### src/rtl/seed_pkg.sv
// SEED cipher package: S-box tables, the G function and the sequencer state type.
// Used by seed_block_cipher_unit and seed_g_unit; depends on nothing else.
package seed_pkg;

    localparam int Rounds = 16;
    localparam int RoundBits = $clog2(Rounds);
    localparam int KeyWords = 2 * Rounds;
    localparam int KeyAddrBits = $clog2(KeyWords);
    localparam logic [31:0] KcBase = 32'h9E3779B9;

    localparam logic [0:0] OpEncrypt = 1'b0;
    localparam logic [0:0] OpDecrypt = 1'b1;

    typedef enum logic [2:0] {
        ST_KEYGEN_K0,
        ST_KEYGEN_K1,
        ST_IDLE,
        ST_G1,
        ST_G2,
        ST_G3,
        ST_MIX,
        ST_DONE
    } seq_state_t;

    localparam logic [7:0] Sbox1 [256] = '{
        8'hA9,8'h85,8'hD6,8'hD3,8'h54,8'h1D,8'hAC,8'h25,8'h5D,8'h43,8'h18,8'h1E,8'h51,8'hFC,8'hCA,8'h63,
        8'h28,8'h44,8'h20,8'h9D,8'hE0,8'hE2,8'hC8,8'h17,8'hA5,8'h8F,8'h03,8'h7B,8'hBB,8'h13,8'hD2,8'hEE,
        8'h70,8'h8C,8'h3F,8'hA8,8'h32,8'hDD,8'hF6,8'h74,8'hEC,8'h95,8'h0B,8'h57,8'h5C,8'h5B,8'hBD,8'h01,
        8'h24,8'h1C,8'h73,8'h98,8'h10,8'hCC,8'hF2,8'hD9,8'h2C,8'hE7,8'h72,8'h83,8'h9B,8'hD1,8'h86,8'hC9,
        8'h60,8'h50,8'hA3,8'hEB,8'h0D,8'hB6,8'h9E,8'h4F,8'hB7,8'h5A,8'hC6,8'h78,8'hA6,8'h12,8'hAF,8'hD5,
        8'h61,8'hC3,8'hB4,8'h41,8'h52,8'h7D,8'h8D,8'h08,8'h1F,8'h99,8'h00,8'h19,8'h04,8'h53,8'hF7,8'hE1,
        8'hFD,8'h76,8'h2F,8'h27,8'hB0,8'h8B,8'h0E,8'hAB,8'hA2,8'h6E,8'h93,8'h4D,8'h69,8'h7C,8'h09,8'h0A,
        8'hBF,8'hEF,8'hF3,8'hC5,8'h87,8'h14,8'hFE,8'h64,8'hDE,8'h2E,8'h4B,8'h1A,8'h06,8'h21,8'h6B,8'h66,
        8'h02,8'hF5,8'h92,8'h8A,8'h0C,8'hB3,8'h7E,8'hD0,8'h7A,8'h47,8'h96,8'hE5,8'h26,8'h80,8'hAD,8'hDF,
        8'hA1,8'h30,8'h37,8'hAE,8'h36,8'h15,8'h22,8'h38,8'hF4,8'hA7,8'h45,8'h4C,8'h81,8'hE9,8'h84,8'h97,
        8'h35,8'hCB,8'hCE,8'h3C,8'h71,8'h11,8'hC7,8'h89,8'h75,8'hFB,8'hDA,8'hF8,8'h94,8'h59,8'h82,8'hC4,
        8'hFF,8'h49,8'h39,8'h67,8'hC0,8'hCF,8'hD7,8'hB8,8'h0F,8'h8E,8'h42,8'h23,8'h91,8'h6C,8'hDB,8'hA4,
        8'h34,8'hF1,8'h48,8'hC2,8'h6F,8'h3D,8'h2D,8'h40,8'hBE,8'h3E,8'hBC,8'hC1,8'hAA,8'hBA,8'h4E,8'h55,
        8'h3B,8'hDC,8'h68,8'h7F,8'h9C,8'hD8,8'h4A,8'h56,8'h77,8'hA0,8'hED,8'h46,8'hB5,8'h2B,8'h65,8'hFA,
        8'hE3,8'hB9,8'hB1,8'h9F,8'h5E,8'hF9,8'hE6,8'hB2,8'h31,8'hEA,8'h6D,8'h5F,8'hE4,8'hF0,8'hCD,8'h88,
        8'h16,8'h3A,8'h58,8'hD4,8'h62,8'h29,8'h07,8'h33,8'hE8,8'h1B,8'h05,8'h79,8'h90,8'h6A,8'h2A,8'h9A
    };

    localparam logic [7:0] Sbox2 [256] = '{
        8'h38,8'hE8,8'h2D,8'hA6,8'hCF,8'hDE,8'hB3,8'hB8,8'hAF,8'h60,8'h55,8'hC7,8'h44,8'h6F,8'h6B,8'h5B,
        8'hC3,8'h62,8'h33,8'hB5,8'h29,8'hA0,8'hE2,8'hA7,8'hD3,8'h91,8'h11,8'h06,8'h1C,8'hBC,8'h36,8'h4B,
        8'hEF,8'h88,8'h6C,8'hA8,8'h17,8'hC4,8'h16,8'hF4,8'hC2,8'h45,8'hE1,8'hD6,8'h3F,8'h3D,8'h8E,8'h98,
        8'h28,8'h4E,8'hF6,8'h3E,8'hA5,8'hF9,8'h0D,8'hDF,8'hD8,8'h2B,8'h66,8'h7A,8'h27,8'h2F,8'hF1,8'h72,
        8'h42,8'hD4,8'h41,8'hC0,8'h73,8'h67,8'hAC,8'h8B,8'hF7,8'hAD,8'h80,8'h1F,8'hCA,8'h2C,8'hAA,8'h34,
        8'hD2,8'h0B,8'hEE,8'hE9,8'h5D,8'h94,8'h18,8'hF8,8'h57,8'hAE,8'h08,8'hC5,8'h13,8'hCD,8'h86,8'hB9,
        8'hFF,8'h7D,8'hC1,8'h31,8'hF5,8'h8A,8'h6A,8'hB1,8'hD1,8'h20,8'hD7,8'h02,8'h22,8'h04,8'h68,8'h71,
        8'h07,8'hDB,8'h9D,8'h99,8'h61,8'hBE,8'hE6,8'h59,8'hDD,8'h51,8'h90,8'hDC,8'h9A,8'hA3,8'hAB,8'hD0,
        8'h81,8'h0F,8'h47,8'h1A,8'hE3,8'hEC,8'h8D,8'hBF,8'h96,8'h7B,8'h5C,8'hA2,8'hA1,8'h63,8'h23,8'h4D,
        8'hC8,8'h9E,8'h9C,8'h3A,8'h0C,8'h2E,8'hBA,8'h6E,8'h9F,8'h5A,8'hF2,8'h92,8'hF3,8'h49,8'h78,8'hCC,
        8'h15,8'hFB,8'h70,8'h75,8'h7F,8'h35,8'h10,8'h03,8'h64,8'h6D,8'hC6,8'h74,8'hD5,8'hB4,8'hEA,8'h09,
        8'h76,8'h19,8'hFE,8'h40,8'h12,8'hE0,8'hBD,8'h05,8'hFA,8'h01,8'hF0,8'h2A,8'h5E,8'hA9,8'h56,8'h43,
        8'h85,8'h14,8'h89,8'h9B,8'hB0,8'hE5,8'h48,8'h79,8'h97,8'hFC,8'h1E,8'h82,8'h21,8'h8C,8'h1B,8'h5F,
        8'h77,8'h54,8'hB2,8'h1D,8'h25,8'h4F,8'h00,8'h46,8'hED,8'h58,8'h52,8'hEB,8'h7E,8'hDA,8'hC9,8'hFD,
        8'h30,8'h95,8'h65,8'h3C,8'hB6,8'hE4,8'hBB,8'h7C,8'h0E,8'h50,8'h39,8'h26,8'h32,8'h84,8'h69,8'h93,
        8'h37,8'hE7,8'h24,8'hA4,8'hCB,8'h53,8'h0A,8'h87,8'hD9,8'h4C,8'h83,8'h8F,8'hCE,8'h3B,8'h4A,8'hB7
    };

    function automatic logic [31:0] seed_g(input logic [31:0] x);
        logic [7:0] y [4];
        logic [7:0] m [4];
        logic [7:0] zb;
        logic [31:0] z;
        m[0] = 8'hFC;
        m[1] = 8'hF3;
        m[2] = 8'hCF;
        m[3] = 8'h3F;
        y[0] = Sbox1[x[7:0]];
        y[1] = Sbox2[x[15:8]];
        y[2] = Sbox1[x[23:16]];
        y[3] = Sbox2[x[31:24]];
        z = '0;
        for (int j = 0; j < 4; j++) begin
            zb = '0;
            for (int b = 0; b < 4; b++) begin
                zb = zb ^ (y[b] & m[(b + j) % 4]);
            end
            z[8*j +: 8] = zb;
        end
        return z;
    endfunction

endpackage

### src/rtl/seed_g_unit.sv
// Shared G function unit with a registered output.
// Depends on seed_pkg for the S-box tables and seed_g.
module seed_g_unit
    import seed_pkg::*;
(
    input  logic        clk,
    input  logic [31:0] g_in,
    output logic [31:0] g_out
);

    logic [31:0] g_reg;

    always_ff @(posedge clk)
    begin
        g_reg <= seed_g(g_in);
    end

    assign g_out = g_reg;

endmodule

### src/rtl/seed_block_cipher_unit.sv
// SEED 128-bit block cipher top level: key schedule, round key store and round sequencer.
// Depends on seed_pkg and seed_g_unit.
//
// Channel | Direction | Handshake          | Contents
// s       | in        | s_tvalid/s_tready  | tuser op, tdata block_high, block_low
// m       | out       | m_tvalid/m_tready  | tdata result_high, result_low
// cfg     | in        | cfg_we             | key_high (0), key_low (1)
//
// One shared G unit serves both the key schedule and the rounds. A key write or reset
// starts a rebuild of the round keys, during which no word is accepted.
// A word is loaded in the idle state, then each round steps through G1, G2, G3 and DONE.
// The result waits in its register until taken; the next word is accepted only after that.
module seed_block_cipher_unit
    import seed_pkg::*;
(
    input  logic         clk,
    input  logic         rst_n,
    input  logic         cfg_we,
    input  logic         cfg_index,
    input  logic [63:0]  cfg_data,
    input  logic         s_tvalid,
    output logic         s_tready,
    input  logic [127:0] s_tdata,   // block_high [63:0], block_low [127:64]
    input  logic         s_tuser,   // op
    output logic         m_tvalid,
    input  logic         m_tready,
    output logic [127:0] m_tdata    // result_high [63:0], result_low [127:64]
);

    seq_state_t state_reg, state_next;
    logic [63:0] key_high_reg, key_low_reg;
    logic [63:0] ab_reg, ab_next, cd_reg, cd_next;
    logic [RoundBits-1:0] round_reg, round_next;
    logic [31:0] kc_reg, kc_next;
    logic op_reg, op_next;
    logic [63:0] left_reg, left_next, right_reg, right_next;
    logic [31:0] c_reg, c_next, g1_reg, g1_next;
    logic [31:0] rk_store [KeyWords];
    logic [31:0] g_in, g_out;
    logic [RoundBits-1:0] kr;
    logic [31:0] rk0, rk1;
    logic wr_en;
    logic [KeyAddrBits-1:0] wr_addr;
    logic [63:0] t;

    seed_g_unit u_g (
        .clk   (clk),
        .g_in  (g_in),
        .g_out (g_out)
    );

    assign kr  = (op_reg == OpDecrypt) ? RoundBits'(Rounds - 1) - round_reg : round_reg;
    assign rk0 = rk_store[{kr, 1'b0}];
    assign rk1 = rk_store[{kr, 1'b1}];
    assign t   = left_reg ^ {g_out + g1_reg, g_out};

    always_ff @(posedge clk)
    begin
        if (wr_en)
        begin
            rk_store[wr_addr] <= g_out;
        end
    end

    always_ff @(posedge clk or negedge rst_n)
    begin
        if (!rst_n)
        begin
            state_reg    <= ST_KEYGEN_K0;
            key_high_reg <= '0;
            key_low_reg  <= '0;
            ab_reg       <= '0;
            cd_reg       <= '0;
            round_reg    <= '0;
            kc_reg       <= KcBase;
            op_reg       <= 1'b0;
        end
        else if (cfg_we)
        begin
            state_reg <= ST_KEYGEN_K0;
            round_reg <= '0;
            kc_reg    <= KcBase;
            if (cfg_index == 1'b0)
            begin
                key_high_reg <= cfg_data;
                ab_reg       <= cfg_data;
                cd_reg       <= key_low_reg;
            end
            else
            begin
                key_low_reg <= cfg_data;
                ab_reg      <= key_high_reg;
                cd_reg      <= cfg_data;
            end
        end
        else
        begin
            state_reg <= state_next;
            ab_reg    <= ab_next;
            cd_reg    <= cd_next;
            round_reg <= round_next;
            kc_reg    <= kc_next;
            op_reg    <= op_next;
        end
    end

    always_ff @(posedge clk)
    begin
        left_reg  <= left_next;
        right_reg <= right_next;
        c_reg     <= c_next;
        g1_reg    <= g1_next;
    end

    always_comb
    begin
        state_next = state_reg;
        ab_next    = ab_reg;
        cd_next    = cd_reg;
        round_next = round_reg;
        kc_next    = kc_reg;
        op_next    = op_reg;
        left_next  = left_reg;
        right_next = right_reg;
        c_next     = c_reg;
        g1_next    = g1_reg;
        g_in       = '0;
        wr_en      = 1'b0;
        wr_addr    = {round_reg, 1'b0};
        s_tready   = 1'b0;
        m_tvalid   = 1'b0;
        unique case (state_reg)
            ST_KEYGEN_K0:
            begin
                g_in = ab_reg[63:32] + cd_reg[63:32] - kc_reg;
                if (round_reg != '0)
                begin
                    wr_en   = 1'b1;
                    wr_addr = {round_reg - 1'b1, 1'b1};
                end
                state_next = ST_KEYGEN_K1;
            end
            ST_KEYGEN_K1:
            begin
                g_in    = ab_reg[31:0] - cd_reg[31:0] + kc_reg;
                wr_en   = 1'b1;
                wr_addr = {round_reg, 1'b0};
                kc_next = {kc_reg[30:0], kc_reg[31]};
                if (round_reg[0] == 1'b0)
                begin
                    ab_next = {ab_reg[7:0], ab_reg[63:8]};
                end
                else
                begin
                    cd_next = {cd_reg[55:0], cd_reg[63:56]};
                end
                if (round_reg == RoundBits'(Rounds - 1))
                begin
                    round_next = '0;
                    state_next = ST_MIX;
                end
                else
                begin
                    round_next = round_reg + 1'b1;
                    state_next = ST_KEYGEN_K0;
                end
            end
            ST_MIX:
            begin
                // last odd round key of the schedule lands here
                wr_en      = 1'b1;
                wr_addr    = {RoundBits'(Rounds - 1), 1'b1};
                state_next = ST_IDLE;
            end
            ST_IDLE:
            begin
                s_tready = 1'b1;
                if (s_tvalid)
                begin
                    op_next    = s_tuser;
                    left_next  = s_tdata[63:0];
                    right_next = s_tdata[127:64];
                    round_next = '0;
                    state_next = ST_G1;
                end
            end
            ST_G1:
            begin
                c_next     = right_reg[63:32] ^ rk0;
                g_in       = (right_reg[63:32] ^ rk0) ^ (right_reg[31:0] ^ rk1);
                state_next = ST_G2;
            end
            ST_G2:
            begin
                g_in       = c_reg + g_out;
                g1_next    = g_out;
                state_next = ST_G3;
            end
            ST_G3:
            begin
                g_in       = g1_reg + g_out;
                c_next     = g1_reg + g_out;
                g1_next    = g_out;
                state_next = ST_DONE;
            end
            ST_DONE:
            begin
                // g1_reg holds g2 here, g_out holds g3 and c_reg the input that gave it
                g_in = c_reg;
                if (round_reg == RoundBits'(Rounds - 1))
                begin
                    m_tvalid = 1'b1;
                    if (m_tready)
                    begin
                        state_next = ST_IDLE;
                    end
                end
                else
                begin
                    left_next  = right_reg;
                    right_next = t;
                    round_next = round_reg + 1'b1;
                    state_next = ST_G1;
                end
            end
            default:
            begin
                state_next = ST_IDLE;
            end
        endcase
    end

    // The G unit output is held because its input stays constant while waiting.
    always_comb
    begin
        m_tdata = {right_reg, t};
    end

endmodule
### config.mk
export PLATFORM = sky130hd
export DESIGN_NAME = seed_block_cipher_unit
export DESIGN_NICKNAME = d
export VERILOG_FILES = /design/src/rtl/seed_pkg.sv /design/src/rtl/seed_g_unit.sv /design/src/rtl/seed_block_cipher_unit.sv
export SDC_FILE = /design/constraint.sdc
export NUM_CORES = 2
export LEC_CHECK = 0
export ABC_AREA = 1
export BUFFER_PORTS_ARGS = -buffer_cell sky130_fd_sc_hd__clkbuf_2
export CORE_UTILIZATION = 45
export CTS_CLUSTER_DIAMETER = 40
export DETAILED_ROUTE_END_ITERATION = 12
export PLACE_DENSITY = 0.58
export SLEW_MARGIN = 20
export SYNTH_ARGS = -nofsm -noshare
export SYNTH_HDL_FRONTEND = slang
export SYNTH_SLANG_ARGS = --single-unit
### constraint.sdc
create_clock -name clk -period 15.3 [get_ports clk]
set_input_delay 3.06 -clock clk [delete_from_list [all_inputs] [get_ports clk]]
set_output_delay 3.06 -clock clk [all_outputs]
set_load 0.05 [all_outputs]
Word-level counts from Yosys, hierarchy flattened
Memories as Yosys holds them, arrays and structs flattened.
Index checks and enable logic that the tools add are counted.
- flip-flop bits (word level): 520
- RAM bits: 1024
- ROM bits: 8192
- bits of input ports: 199
- output and inout port bits: 130
- word-level logic and storage cells: 128
- memories kept: 5
- $add $sub $neg: 9
- $lt $le $gt $ge: 4
- eq/ne operators: 14
- multiplexer cells: 47
- bitwise logic cells: 21
- reductions and logical operators: 15
- memory list (memory ; depth ; bits a word ; rd ports ; clocked after Yosys merged registers in ; write ports ; RTL line ; source):
    (no name shown) ; 256 ; 8 ; 1 ; 0 ; 0 ; seed_pkg.sv:74 ; y[2] = Sbox1[x[23:16]];
    (no name shown) ; 256 ; 8 ; 1 ; 0 ; 0 ; seed_pkg.sv:75 ; y[3] = Sbox2[x[31:24]];
    (no name shown) ; 256 ; 8 ; 1 ; 0 ; 0 ; seed_pkg.sv:72 ; y[0] = Sbox1[x[7:0]];
    (no name shown) ; 256 ; 8 ; 1 ; 0 ; 0 ; seed_pkg.sv:73 ; y[1] = Sbox2[x[15:8]];
    rk_store ; 32 ; 32 ; 2 ; 0 ; 1 ; seed_block_cipher_unit.sv:38 ; logic [31:0] rk_store [KeyWords];
- operators with widths (cell ; count):
    64-bit two-way mux ; 12
    64-bit one-hot mux with 2 select lines ; 2
    32-bit one-hot mux with 6 select lines ; 1
    32-bit adder ; 4
    32-bit bitwise XOR ; 3
    32-bit two-way mux ; 2
    8-bit two-way mux ; 8
    32-bit one-hot mux with 2 select lines ; 1
    32-bit subtractor ; 2
    64-bit bitwise XOR ; 1
    8-bit bitwise XOR ; 8
    9-bit >= comparator, second input constant ; 4
    8-bit NOT with 9-bit output ; 4
    3-bit one-hot mux with 8 select lines ; 1
    8-bit by 6-bit bitwise XOR with 8-bit output ; 3
    4-bit two-way mux ; 5
    3-bit two-way mux ; 5
    3-bit equality test, second input constant ; 4
    4-bit one-hot mux with 3 select lines ; 1
    5-bit one-hot mux with 2 select lines ; 1
    3-bit AND reduction ; 3
    2-bit nonzero test ; 4
    4-bit nonzero test ; 2
    6-bit by 8-bit bitwise XOR with 8-bit output ; 1
    other kinds (16) ; 28

Longest topological paths before layout
An unclocked memory read counts as a cell.
- word-level depth: 13
- depth in mapped cells: 37
- gate-level depth less buffers: 34

Modules after synthesis
Synthesis repeated with hierarchy kept, for this count alone.
- cells, all modules: 10952
- area total of the unflattened synthesis: 89094.2 µm²
- modules (own cells, without submodules) (module ; instances ; cells an instance ; area each (µm²) ; sequential area each (µm²)):
    seed_block_cipher_unit ; 1 ; 8086 ; 74860.5 ; 43947.1
    seed_g_unit ; 1 ; 2866 ; 14233.7 ; 640.6

Least setup slack after synthesis
Ideal clock, no wire load.
- kind: in2reg
- start: input s_tvalid
- end: register left_reg[0], enable pin
- setup time: 0.772 ns
- data arrival time: 11.744 ns
- data required time: 14.528 ns
- path slack: 2.784 ns
- cell stages on the path: 2
- path buffers: 0
- path through: nor2_1 nor3_1
- longest elaborated chain between the ends: 2
- ends and longest elaborated chain (element ; RTL line ; source):
    from (decl) ; seed_block_cipher_unit.sv:21 ; input logic s_tvalid,
    2-bit inequality test (no line) ; n/a ;
    3-bit AND reduction (no line) ; n/a ;
    to (signal assigned) ; seed_block_cipher_unit.sv:109 ; left_reg <= left_next;
    to (decl) ; seed_block_cipher_unit.sv:36 ; logic [63:0] left_reg, left_next, right_reg, right_next;
No other way between the ends.
A chain may end at the register's enable or synchronous reset.

Worst setup path after layout
- start: register op_reg
- end: register u_g.g_reg[7], in the netlist u_g.g_out[7]
- longest elaborated chain between the ends: 12
- elaborated cells on any way between the ends: 21
- classes of those cells: mux: 8; bitwise: 9; memory: 4
- ends and longest elaborated chain (element ; RTL line ; source):
    from (decl) ; seed_block_cipher_unit.sv:35 ; logic op_reg, op_next;
    from (signal assigned) ; seed_block_cipher_unit.sv:103 ; op_reg <= op_next;
    4-bit two-way mux (*) ; seed_block_cipher_unit.sv:52 ; assign kr = (op_reg == OpDecrypt) ? RoundBits'(Rounds - 1) - round_reg : round_reg;
    memory read 32 x 32 bit (*) ; n/a ;
    32-bit bitwise XOR ; seed_block_cipher_unit.sv:190 ; g_in = (right_reg[63:32] ^ rk0) ^ (right_reg[31:0] ^ rk1);
    32-bit bitwise XOR (*) ; seed_block_cipher_unit.sv:190 ;
    32-bit one-hot mux with 6 select lines (*) ; seed_block_cipher_unit.sv:132 ; unique case (state_reg)
    8-bit NOT with 9-bit output (on tied branches) ; seed_pkg.sv:72, seed_pkg.sv:73 ;
    memory read 256 x 8 bit (on tied branches) ; n/a ;
    8-bit two-way mux (on tied branches) (2 in a row) ; seed_pkg.sv:72, seed_pkg.sv:73 ;
    8-bit bitwise XOR ; seed_pkg.sv:80 ; zb = zb ^ (y[b] & m[(b + j) % 4]);
    8-bit bitwise XOR (*) ; seed_pkg.sv:80 ;
    8-bit by 6-bit bitwise XOR with 8-bit output (*) ; seed_pkg.sv:80 ;
    to (signal assigned) ; seed_g_unit.sv:15 ; g_reg <= seed_g(g_in);
    to (decl) ; seed_g_unit.sv:11 ; logic [31:0] g_reg;
Every way passes the cells marked *; elsewhere a longest branch is shown, timed or not. The select of a mux whose other input is x is not followed.

==> impl_metrics.json <==
{
  "synth_ff_type": "edfxtp_1",
  "finalPower_uw": 27600,
  "ys_ff_latch": 1544,
  "cts_setup_buffers": 0,
  "worstSetupStartpointType": "register",
  "crit_arrival_ns": 8.85,
  "grt_max_degree": 182,
  "r2r_slack_ns": 7.30,
  "wirelength_mm": 370,
  "rsz0062_at_grt": "no",
  "end_kind": "register",
  "vias": 80900,
  "cp_max_fo": 157,
  "ir_drop_v": 0.000282,
  "worst_path_max_delay_cell": "buf_4",
  "viasPerCell": 5.98,
  "period_minus_slack_ns": 8.00,
  "cts_tree": "built",
  "cp_common_cell": "nand2_1",
  "die_area_sq_um": 197000,
  "synthTopCellsByArea": "edfxtp_1, nand2_1, nand3_1, dfrtp_1, o21ai_0",
  "cts_root_buf": "clkbuf_16",
  "cts_sinks": 1544,
  "clock_latency_ns": 0.95,
  "status": "completed",
  "cts_resized": 0,
  "grt_pass1_vias": 74800,
  "chipHeight_microns": 444,
  "hp-class": "reg2reg",
  "antenna_found_initial": 8,
  "grt_remaining_overflow": 0,
  "setup_ws_ns": 7.30,
  "yosys.area.top_type": "edfxtp_1",
  "syn_avg_cell_area_sq_um": 8.30,
  "max-clock-path-buffers": 4,
  "globalRouteTotalUtil_pct": 36.6,
  "syn_nets": 11000,
  "fillers": 18200,
  "fin_nets": 11200,
  "max_freq_mhz": 125,
  "cts_htree_levels": 5,
  "dpl.hpwl_mm": 251,
  "cts_hold_buffers": 0,
  "syn_area_sq_um": 87900,
  "dr.first_iter.drc_count": 11900,
  "wl_per_cell_microns": 27.3,
  "yosys.cell_count.top_type": "nand2_1",
  "yosys-top-cells-count": "nand2_1, nand3_1, edfxtp_1",
  "cts_buffers": 275,
  "port_buffers": 328,
  "power_density_nw_per_um2": 274,
  "largest_register_ffs": 1024,
  "yosysUniqueCellTypes": 60,
  "worstPathRequired_ns": 16.15,
  "num_rows": 161,
  "period_share_pct": 52.3,
  "cap_violations": 0,
  "antenna_left": 0,
  "core_area_sq_um": 193000,
  "slew_headroom_pct": 11.7,
  "p_leak_uw": 0.0435,
  "synth_edf_count": 1216,
  "dp_worst_setup_slack_ns": 7.45,
  "regMostFlops": "rk_store",
  "area_growth_pct": 14.4,
  "boundaryPins": 329,
  "async_flop_share_pct": 19.2,
  "initial_utilization_pct": 45.5,
  "maxSlewViolCount": 0,
  "drtPass1Iterations": 9,
  "clk_pin_slew_ns": 0.05,
  "die_w_microns": 444,
  "setup_violations": 0,
  "final_hold_viol_count": 0,
  "grt_pass1_wl_mm": 529,
  "drcViolationCount": 0,
  "synthCells": 10600,
  "max_stage_delay_ns": 0.86,
  "setup_tns_ns": 0,
  "worst_slew_pin_slew_ns": 1.32,
  "seq_area_frac_synth_pct": 50.7,
  "skew_ns": 0.0891,
  "synth-warning-count": 0,
  "crit_type": "reg2reg",
  "drive_gt1_share_pct": 10.0,
  "synth_top_area_share_pct": 41.5,
  "holdWs_ns": 0.478,
  "gp_congestion": 1.02
}
## final cells by class
class	instances	area, sq um	share of cell area [%]
timing repair buffer	479	2880	2.86
clock buffer	318	7290	7.24
inverter	811	3080	3.06
tap	2526	3160	3.14
multi-input combinational	7695	37800	37.5
antenna	3	7.51	0.00746
clock inverter	157	1870	1.86
sequential	1544	44600	44.3
## placed cells by master, fill, tap and decap left out, types with 32 or more instances in the layout
cell,netlist,routed
fa_1,64,64
buf_4,83,146
clkbuf_2,0,325
inv_1,778,775
nor2_4,7,45
clkbuf_16,0,282
a21oi_1,352,351
clkinv_2,0,32
bufinv_16,0,33
nand3_1,2132,2132
dfrtp_1,276,276
xnor2_1,39,39
nand4_1,70,70
o21ai_0,715,715
xor2_1,79,79
nand2_1,3306,3300
dfxtp_1,32,32
ha_1,180,180
edfxtp_1,1216,1216
nor2_1,450,412
## kinds of logic after synthesis
logic type                 share of synthesized area, %
AOI/OAI and AO/OA                                  7.37
xor gates and xnor gates                           1.21
adders and majority gates                          4.02
buffers and inverters                              6.78
DFF                                                50.7
and+or+nand+nor                                    29.9
## where the power goes
group | switching, uW | internal [uW]
combinational | 12100 | 3890
clock | 2170 | 3980
sequential | 115 | 5300
total | 14400 | 13200
## per-stage QoR
step	utilization (%)	instance area, sq um	instances
6_report	52.0	101000	13500
5_1_grt	52.0	101000	13500
4_1_cts	52.0	101000	13500
3_5_place_dp	47.3	91500	13100
3_3_place_gp	47.3	91400	13100
2_1_floorplan	-	87900	10600
## critical path: cells and delay by family (launching register included)
family	cells	cell delay, ns
compound gates	1	0.71
flops	1	0.65
buf+inv	3	2.03
simple gates	22	4.35
## per-layer routing
metal | track usage (%) | wire [microns] | vias up | share of wire (%)
li1 | - | - | 36400 | -
met1 | 51.6 | 154000 | 39100 | 42
met2 | 55.3 | 163000 | 4642 | 44
met3 | 5.79 | 34000 | 781 | 9.2
met4 | 17.0 | 19100 | 8 | 5.2
met5 | 0 | 50 | - | 0.014
## worst paths after layout
check,startpoint,endpoint,depth (start not counted)
setup / recovery,op_reg,u_g.g_out[7],26
hold / removal,key_low_reg[3],key_low_reg[3],2
setup reg to reg,op_reg,u_g.g_out[7],26
hold reg to reg,key_low_reg[3],key_low_reg[3],2
max in group asynchronous,rst_n,cd_reg[0],3
min in group asynchronous,rst_n,key_high_reg[46],1
No activity file was read; power rests on OpenSTA's default activity.
